<file path="src/rtl/key_matrix_debounce_hold_events_assert.svh">
// ----------------------------------------------------------------------------
// key matrix debounce assertion macros
// concurrent assertion helpers, clocked on clk and disabled in reset
// ----------------------------------------------------------------------------
`ifndef KEY_MATRIX_DEBOUNCE_HOLD_EVENTS_ASSERT_SVH
`define KEY_MATRIX_DEBOUNCE_HOLD_EVENTS_ASSERT_SVH

`ifndef SYNTHESIS

`define KMDH_ASSERT_ALWAYS(label, cond) \
  label: assert property (@(posedge clk) disable iff (rst) (cond)) \
    else $error("kmdh assertion failed");

`define KMDH_ASSERT_IMPLY(label, ante, cons) \
  label: assert property (@(posedge clk) disable iff (rst) (ante) |-> (cons)) \
    else $error("kmdh assertion failed");

`define KMDH_ASSERT_NEXT(label, ante, cons) \
  label: assert property (@(posedge clk) disable iff (rst) (ante) |=> (cons)) \
    else $error("kmdh assertion failed");

`else

`define KMDH_ASSERT_ALWAYS(label, cond)
`define KMDH_ASSERT_IMPLY(label, ante, cons)
`define KMDH_ASSERT_NEXT(label, ante, cons)

`endif

`endif

</file>
<file path="src/rtl/kmdh_pkg.sv">
// ----------------------------------------------------------------------------
// kmdh_pkg
// shared types and constants of the key matrix debounce block
// ----------------------------------------------------------------------------
package kmdh_pkg;

  localparam int KEY_COUNT = 16;
  localparam int KEY_W     = 4;
  localparam int TIME_W    = 32;
  localparam int MS_W      = 16;

  localparam int Q_DEPTH   = 4;
  localparam int Q_PTR_W   = 2;
  localparam int Q_CNT_W   = 3;

  localparam logic [15:0] DEBOUNCE_RESET = 16'd20;
  localparam logic [15:0] HOLD_RESET     = 16'd500;

  typedef enum logic [1:0] {
    KIND_PRESS   = 2'd0,
    KIND_RELEASE = 2'd1,
    KIND_HOLD    = 2'd2
  } kmdh_kind_t;

  typedef enum logic {
    REG_DEBOUNCE = 1'b0,
    REG_HOLD     = 1'b1
  } kmdh_reg_t;

  // one record per sample that produced at least one event
  typedef struct packed {
    logic [KEY_W-1:0] key;
    logic             chg_valid;  // press or release present
    logic             chg_press;  // 1 press, 0 release
    logic             hold;       // hold event follows
  } kmdh_rec_t;

endpackage

</file>
<file path="src/rtl/kmdh_front.sv">
// ----------------------------------------------------------------------------
// kmdh_front
// per-key state and classification of each accepted sample into an event record
// ----------------------------------------------------------------------------
`include "key_matrix_debounce_hold_events_assert.svh"

module kmdh_front (
  input  logic                          clk,
  input  logic                          rst,
  input  logic                          accept,
  input  logic [kmdh_pkg::KEY_W-1:0]    key_index,
  input  logic                          raw_pressed,
  input  logic [kmdh_pkg::TIME_W-1:0]   now_ms,
  input  logic [kmdh_pkg::MS_W-1:0]     debounce_ms,
  input  logic [kmdh_pkg::MS_W-1:0]     hold_ms,
  output logic                          rec_push,
  output kmdh_pkg::kmdh_rec_t           rec
);

  logic [kmdh_pkg::KEY_COUNT-1:0] raw_level;
  logic [kmdh_pkg::KEY_COUNT-1:0] debounced_level;
  logic [kmdh_pkg::KEY_COUNT-1:0] hold_reported;
  logic [kmdh_pkg::TIME_W-1:0]    raw_change_time [kmdh_pkg::KEY_COUNT];
  logic [kmdh_pkg::TIME_W-1:0]    press_time      [kmdh_pkg::KEY_COUNT];

  logic                        key_ok;
  logic                        raw_changed;
  logic [kmdh_pkg::TIME_W-1:0] change_time_next;
  logic [kmdh_pkg::TIME_W-1:0] db_elapsed;
  logic                        chg;
  logic                        deb_next;
  logic                        pressed_now;
  logic [kmdh_pkg::TIME_W-1:0] press_time_next;
  logic                        hold_rep_next;
  logic [kmdh_pkg::TIME_W-1:0] hold_elapsed;
  logic                        hold_evt;
  logic                        upd;

  always_comb begin
    key_ok           = ({{(32-kmdh_pkg::KEY_W){1'b0}}, key_index} < 32'(kmdh_pkg::KEY_COUNT));
    raw_changed      = raw_pressed != raw_level[key_index];
    change_time_next = raw_changed ? now_ms : raw_change_time[key_index];
    db_elapsed       = now_ms - change_time_next;
    chg              = (raw_pressed != debounced_level[key_index]) &&
                       (db_elapsed >= {{(kmdh_pkg::TIME_W-kmdh_pkg::MS_W){1'b0}}, debounce_ms});
    deb_next         = chg ? raw_pressed : debounced_level[key_index];
    pressed_now      = chg && raw_pressed;
    press_time_next  = pressed_now ? now_ms : press_time[key_index];
    hold_rep_next    = pressed_now ? 1'b0 : hold_reported[key_index];
    hold_elapsed     = now_ms - press_time[key_index];
    // a press in this sample starts the hold time at zero
    if (pressed_now) begin
      hold_evt = hold_ms == '0;
    end else begin
      hold_evt = deb_next && !hold_reported[key_index] &&
                 (hold_elapsed >= {{(kmdh_pkg::TIME_W-kmdh_pkg::MS_W){1'b0}}, hold_ms});
    end
    upd              = accept && key_ok;

    rec_push      = upd && (chg || hold_evt);
    rec.key       = key_index;
    rec.chg_valid = chg;
    rec.chg_press = raw_pressed;
    rec.hold      = hold_evt;
  end

  always_ff @(posedge clk) begin
    if (rst) begin
      raw_level       <= '0;
      debounced_level <= '0;
      hold_reported   <= '0;
      for (int i = 0; i < kmdh_pkg::KEY_COUNT; i++) begin
        raw_change_time[i] <= '0;
        press_time[i]      <= '0;
      end
    end else if (upd) begin
      raw_level[key_index]       <= raw_pressed;
      raw_change_time[key_index] <= change_time_next;
      debounced_level[key_index] <= deb_next;
      press_time[key_index]      <= press_time_next;
      hold_reported[key_index]   <= hold_rep_next || hold_evt;
    end
  end

  `KMDH_ASSERT_IMPLY(a_rec_nonempty, rec_push, rec.chg_valid || rec.hold)
  `KMDH_ASSERT_NEXT(a_hold_marks, rec_push && rec.hold, hold_reported[$past(key_index)])

endmodule

</file>
<file path="src/rtl/kmdh_queue.sv">
// ----------------------------------------------------------------------------
// kmdh_queue
// short record queue between the classifying front and the event back end
// ----------------------------------------------------------------------------
`include "key_matrix_debounce_hold_events_assert.svh"

module kmdh_queue (
  input  logic                 clk,
  input  logic                 rst,
  input  logic                 wr,
  input  kmdh_pkg::kmdh_rec_t  wr_rec,
  input  logic                 rd,
  output kmdh_pkg::kmdh_rec_t  rd_rec,
  output logic                 q_full,
  output logic                 q_empty
);

  kmdh_pkg::kmdh_rec_t             slots [kmdh_pkg::Q_DEPTH];
  logic [kmdh_pkg::Q_PTR_W-1:0]    wr_ptr;
  logic [kmdh_pkg::Q_PTR_W-1:0]    rd_ptr;
  logic [kmdh_pkg::Q_CNT_W-1:0]    count;
  logic                            do_wr;
  logic                            do_rd;

  always_comb begin
    q_full  = count == kmdh_pkg::Q_CNT_W'(kmdh_pkg::Q_DEPTH);
    q_empty = count == '0;
    do_wr   = wr && !q_full;
    do_rd   = rd && !q_empty;
    rd_rec  = slots[rd_ptr];
  end

  always_ff @(posedge clk) begin
    if (rst) begin
      wr_ptr <= '0;
      rd_ptr <= '0;
      count  <= '0;
    end else begin
      if (do_wr) begin
        wr_ptr <= wr_ptr + 1'b1;
      end
      if (do_rd) begin
        rd_ptr <= rd_ptr + 1'b1;
      end
      if (do_wr && !do_rd) begin
        count <= count + 1'b1;
      end else if (do_rd && !do_wr) begin
        count <= count - 1'b1;
      end
    end
  end

  always_ff @(posedge clk) begin
    if (do_wr) begin
      slots[wr_ptr] <= wr_rec;
    end
  end

  `KMDH_ASSERT_ALWAYS(a_count_bound, count <= kmdh_pkg::Q_CNT_W'(kmdh_pkg::Q_DEPTH))
  `KMDH_ASSERT_IMPLY(a_no_overflow, wr, !q_full)

endmodule

</file>
<file path="src/rtl/kmdh_back.sv">
// ----------------------------------------------------------------------------
// kmdh_back
// expands queued records into result beats held in an output register
// ----------------------------------------------------------------------------
`include "key_matrix_debounce_hold_events_assert.svh"

module kmdh_back (
  input  logic                       clk,
  input  logic                       rst,
  input  kmdh_pkg::kmdh_rec_t        q_rec,
  input  logic                       q_empty,
  output logic                       q_pop,
  output logic [kmdh_pkg::KEY_W-1:0] event_key,
  output logic [1:0]                 event_kind,
  output logic                       last_event,
  output logic                       empty,
  input  logic                       pop
);

  logic                       out_valid;
  logic                       phase;       // 1 once the change beat of a two-beat record left
  logic                       phase_next;
  logic                       load;
  logic                       take;
  logic                       two_beats;
  kmdh_pkg::kmdh_kind_t       beat_kind;
  logic                       beat_last;

  always_comb begin
    load      = !out_valid || pop;
    take      = load && !q_empty;
    two_beats = q_rec.chg_valid && q_rec.hold;
    if (!phase && q_rec.chg_valid) begin
      beat_kind = q_rec.chg_press ? kmdh_pkg::KIND_PRESS : kmdh_pkg::KIND_RELEASE;
      beat_last = !q_rec.hold;
    end else begin
      beat_kind = kmdh_pkg::KIND_HOLD;
      beat_last = 1'b1;
    end
    q_pop      = take && !(!phase && two_beats);
    phase_next = take ? (!phase && two_beats) : phase;
    empty      = !out_valid;
  end

  always_ff @(posedge clk) begin
    if (rst) begin
      out_valid <= 1'b0;
      phase     <= 1'b0;
    end else begin
      phase <= phase_next;
      if (take) begin
        out_valid <= 1'b1;
      end else if (pop) begin
        out_valid <= 1'b0;
      end
    end
  end

  always_ff @(posedge clk) begin
    if (take) begin
      event_key  <= q_rec.key;
      event_kind <= beat_kind;
      last_event <= beat_last;
    end
  end

  `KMDH_ASSERT_IMPLY(a_phase_has_rec, phase, !q_empty && q_rec.hold)
  `KMDH_ASSERT_NEXT(a_first_beat_not_last, take && !phase && two_beats, !last_event)

endmodule

</file>
<file path="src/rtl/key_matrix_debounce_hold_events.sv">
// ----------------------------------------------------------------------------
// key_matrix_debounce_hold_events
// keypad matrix debounce with press, release and hold events
// ----------------------------------------------------------------------------
// Takes one raw key sample per cycle (push/full) and returns press, release
// and hold events (empty/pop), at most two per sample, with last_event set on
// the final beat of each sample. The per-key state lives in flip-flops that
// reset clears at once, so the block takes samples right after reset. The
// front updates a key's state in the cycle it accepts the sample, so samples
// of the same key may follow back to back. The back end drives one beat per
// cycle from an output register; a four-record queue between the two absorbs
// bursts, and full rises only when that queue fills, which happens when
// samples produce events faster than one beat per cycle or pop is held low.
// Debounce and hold times are set through the APB port (debounce at 0x0, hold
// at 0x4, 16 bits each) by the user while the block is idle; it never checks.
// ----------------------------------------------------------------------------
module key_matrix_debounce_hold_events (
  input  logic                          clk,
  input  logic                          rst,
  input  logic                          psel,
  input  logic                          penable,
  input  logic                          pwrite,
  input  logic [2:0]                    paddr,
  input  logic [31:0]                   pwdata,
  output logic [31:0]                   prdata,
  output logic                          pready,
  input  logic                          push,
  output logic                          full,
  input  logic [kmdh_pkg::KEY_W-1:0]    key_index,
  input  logic                          raw_pressed,
  input  logic [kmdh_pkg::TIME_W-1:0]   now_ms,
  output logic                          empty,
  input  logic                          pop,
  output logic [kmdh_pkg::KEY_W-1:0]    event_key,
  output logic [1:0]                    event_kind,
  output logic                          last_event
);

  logic [kmdh_pkg::MS_W-1:0] debounce_ms;
  logic [kmdh_pkg::MS_W-1:0] hold_ms;
  logic                      cfg_wr;
  kmdh_pkg::kmdh_reg_t       reg_sel;
  logic                      accept;
  logic                      rec_push;
  kmdh_pkg::kmdh_rec_t       rec;
  kmdh_pkg::kmdh_rec_t       q_rec;
  logic                      q_pop;
  logic                      q_full;
  logic                      q_empty;

  always_comb begin
    pready  = 1'b1;
    cfg_wr  = psel && penable && pwrite && pready;
    reg_sel = kmdh_pkg::kmdh_reg_t'(paddr[2]);
    case (reg_sel)
      kmdh_pkg::REG_DEBOUNCE: prdata = {16'b0, debounce_ms};
      kmdh_pkg::REG_HOLD:     prdata = {16'b0, hold_ms};
      default:                prdata = '0;
    endcase
    full   = q_full;
    accept = push && !q_full;
  end

  always_ff @(posedge clk) begin
    if (rst) begin
      debounce_ms <= kmdh_pkg::DEBOUNCE_RESET;
      hold_ms     <= kmdh_pkg::HOLD_RESET;
    end else if (cfg_wr) begin
      case (reg_sel)
        kmdh_pkg::REG_DEBOUNCE: debounce_ms <= pwdata[15:0];
        kmdh_pkg::REG_HOLD:     hold_ms     <= pwdata[15:0];
        default: begin
        end
      endcase
    end
  end

  kmdh_front u_front (
    .clk         (clk),
    .rst         (rst),
    .accept      (accept),
    .key_index   (key_index),
    .raw_pressed (raw_pressed),
    .now_ms      (now_ms),
    .debounce_ms (debounce_ms),
    .hold_ms     (hold_ms),
    .rec_push    (rec_push),
    .rec         (rec)
  );

  kmdh_queue u_queue (
    .clk     (clk),
    .rst     (rst),
    .wr      (rec_push),
    .wr_rec  (rec),
    .rd      (q_pop),
    .rd_rec  (q_rec),
    .q_full  (q_full),
    .q_empty (q_empty)
  );

  kmdh_back u_back (
    .clk        (clk),
    .rst        (rst),
    .q_rec      (q_rec),
    .q_empty    (q_empty),
    .q_pop      (q_pop),
    .event_key  (event_key),
    .event_kind (event_kind),
    .last_event (last_event),
    .empty      (empty),
    .pop        (pop)
  );

endmodule
</file>
<file path="config.mk">
export PLATFORM = sky130hd
export DESIGN_NAME = key_matrix_debounce_hold_events
export DESIGN_NICKNAME = d
export VERILOG_FILES = /design/src/rtl/kmdh_pkg.sv /design/src/rtl/kmdh_front.sv /design/src/rtl/kmdh_queue.sv /design/src/rtl/kmdh_back.sv /design/src/rtl/key_matrix_debounce_hold_events.sv
export VERILOG_INCLUDE_DIRS = /design/src /design/src/rtl
export SDC_FILE = /design/constraint.sdc
export NUM_CORES = 2
export LEC_CHECK = 0
export BUFFER_PORTS_ARGS = -buffer_cell sky130_fd_sc_hd__buf_2
export CORE_UTILIZATION = 63
export DETAILED_ROUTE_END_ITERATION = 12
export PLACE_DENSITY = 0.82
export SLEW_MARGIN = 15
export SYNTH_ARGS = -nofsm -noshare
export SYNTH_HDL_FRONTEND = slang
export SYNTH_SLANG_ARGS = --single-unit
export TNS_END_PERCENT = 10
</file>
<file path="constraint.sdc">
create_clock -name clk -period 11.35 [get_ports clk]
set_input_delay 1.135 -clock clk [delete_from_list [all_inputs] [get_ports clk]]
set_output_delay 1.135 -clock clk [all_outputs]
set_load 0.05 [all_outputs]
</file>
==> metrics <==
Die Y 295 um; CP Class in -> reg; maxcap violations 0; CTS resizes 0; final net count 4,146; total power 10.3 mW; Starting Density roughly 64%; Worst-path clk slew 0.06 ns; CTS tree built; Main synth FF type edfxtp_1; type of the worst min-delay path reg -> reg; Total Routing Usage GR 35.7%; I/O pin count 121; Sequential Power Share between 40% and 50%; largest net degree at the start of global routing about 120; asr flop ratio synth 0%; WL/cell 29.5 um; post-DP HPWL 84.6 mm; Fin Setup TNS 0 ns; antenna viol nets, final 0; DRC violations left 0; Post-synth EDFFs 1,059; Root Driver clkbuf_16; Die X-Extent 295 um; Layout Utilization 69.6%; worst slew pin tran 1.32 ns; Synth area leader edfxtp_1; TritonCTS buffer count 110; Worst-Skew Late Latency 0.72 ns; Worst Path Required 11.74 ns; Internal 7.60 mW; Core Region around 85,000 um2; vias per cell 6.86; largest cells by area after synthesis edfxtp_1, mux4_2, nor2_1; Worst Clk Skew 0.0297 ns; final hold vios 0; final number of setup-violating endpoints 0; post-synth cell types 86; Fillers around 5,300; Layout Area Growth over Synthesis 9.56%; vias in the first global route 34,960; Setup crit start kind primary input; period utilization between 80% and 90%; Die ar. 87,000 um2; Net Switching 2.74 mW; htree depth 3; Post-Syn Area per Cell around 14 um2; Tmin final 9.79 ns; most frequent cells after synthesis nor2_1, edfxtp_1, mux4_2; GRT overflow 0; Sink Count approximately 1,200; Syn Inst Count 3,993; share of the synthesized area in the top cell type 58.8%; sw frac 26.5%; initial antenna violation count 6; via count ~36,000; most frequent cell after synthesis nor2_1; Rows 107; Data arrival, critical path 10.19 ns; CP max FO 60; global placement routability congestion a little under 1; clock share of power 37.2%; combinational power share 15.3%; first-pass GRT wire length 223 mm; Yosys reg bits 1,150; Slew Limit Fails 0; max frequency 102 MHz; drt initial violations 5,329; Worst Setup End Kind flop; PwrDens 175 nW/um2; synthesized area 54,100 um2; Synth Warn # 0; post-synthesis sequential area ratio 62.2%; # port buffers between 80 and 90; RSZ-0062 raised after global routing no; CTS Hold Buffers Added 0; Pleak 21.9 nW; Pre-antenna DRT Iters 6; drt total wl ~150 mm; Post-CTS Setup Repair Bufs 0; share of layout cells above drive strength 1 18.7%; Max clock buf depth 3; status completed; Max-Slew Margin vs Limit a little under an eighth; Max VDD drop about 0.00015 V
## final cells by class
cell class              instances  area [um2]  share of cell area [%]
diodes                          5        12.5                  0.0211
clock buffers                 127        2950                    4.98
clock inverters                77         818                    1.38
inverters                     112         455                   0.769
multi-input cells            2426       18800                    31.8
flip-flops and latches       1150       33600                    56.8
well taps                    1144        1430                    2.42
repair buffers                167        1120                    1.89
## critical path: stages
cell and delay, ns:
buf_8 0.48, mux2i_1 0.15, mux4_2 0.55, mux2i_2 0.34, and2_2 0.69, buf_4 0.58
mux2i_1 0.24, buf_4 0.24, ha_1 0.40, a21o_1 0.23, a21oi_1 0.21, nor2b_1 0.24
nand2b_1 0.09, o221ai_2 0.34, xnor2_1 0.18, ha_1 0.27, o2111ai_1 0.10, a21oi_1 0.07
a2111o_1 0.39, a311oi_1 0.23, nand4_1 0.52, o211ai_4 0.91, buf_12 0.38, mux2i_2 0.94
nor2_1 0.16
## through the flow
stage | hold slack, ns | cells | worst slack (ns) | area [um2]
2_1_floorplan | 0.420 | 4008 | 0.978 | 54100
3_3_place_gp | 0.428 | 4999 | 1.42 | 55400
3_5_place_dp | 0.442 | 4999 | 1.31 | 55400
4_1_cts | 0.451 | 5203 | 1.84 | 59200
5_1_grt | 0.475 | 5205 | 1.25 | 59200
6_report | 0.444 | 5208 | 1.56 | 59200
## path summary, 6_finish.rpt
path	depth (start not counted)	slack (ns)	from	end
worst max-delay path	25	1.56	key_index[0]	u_front.press_time[8][31]
worst min-delay path	2	0.44	u_front.debounced_level[4]	u_front.debounced_level[4]
worst max register to register	24	2.23	u_front.raw_level[6]	u_front.press_time[8][31]
worst min register to register	2	0.44	u_front.debounced_level[4]	u_front.debounced_level[4]
## per-layer routing
metal	vias to the layer above	wire, um	GRT usage [%]
met5	-	28	0
met4	4	8390	17.8
met3	621	22300	8.62
met2	3034	72600	56.8
met1	17521	50500	46.2
li1	14567	-	-
## power by group through the flow
stage	Clock (mW)	Sequential, mW	Combinational (mW)
after floorplan	0	5.02	1.07
after global routing	3.98	4.93	1.68
after CTS	3.84	4.91	1.55
final	3.85	4.92	1.58
after detailed placement	0	5.00	1.53
after global placement	0	4.98	1.51
## kinds of logic after synthesis
| kind of cell | after synthesis | share of synthesized area, % |
|---|---|---|
| simple gates | 1443 | 10.7 |
| flops | 1150 | 62.2 |
| buf+inv | 432 | 3.42 |
| mux | 427 | 15.8 |
| compound gates | 390 | 4.70 |
| fa+ha+maj | 103 | 2.41 |
| xor+xnor | 46 | 0.745 |
| other cells | 2 | 0.0139 |
## state kept, by name (all words and copies together) (netlist names), named ones only
signal                   cells
u_front.hold_reported       16
u_queue.rd_ptr               2
u_queue.count                3
u_front.raw_level           16
u_queue.slots               28
u_back.last_event            1
debounce_ms                 16
u_back.phase                 1
hold_ms                     16
u_back.event_key             4
u_front.debounced_level     16
u_front.press_time         512
u_back.event_kind            2
u_front.raw_change_time    512
u_back.out_valid             1
u_queue.wr_ptr               2
## layout by cell type, fill, tap and decap left out, drive strengths merged, types with 90 or more instances in the layout
cell,n
ha,97
mux2i,90
nor2,1110
clkbuf,127
inv,118
edfxtp,1059
o21ai,100
mux4,334
nand2,177
a21oi,112
buf,167
dfxtp,91
(Power assumes the default switching activity.)
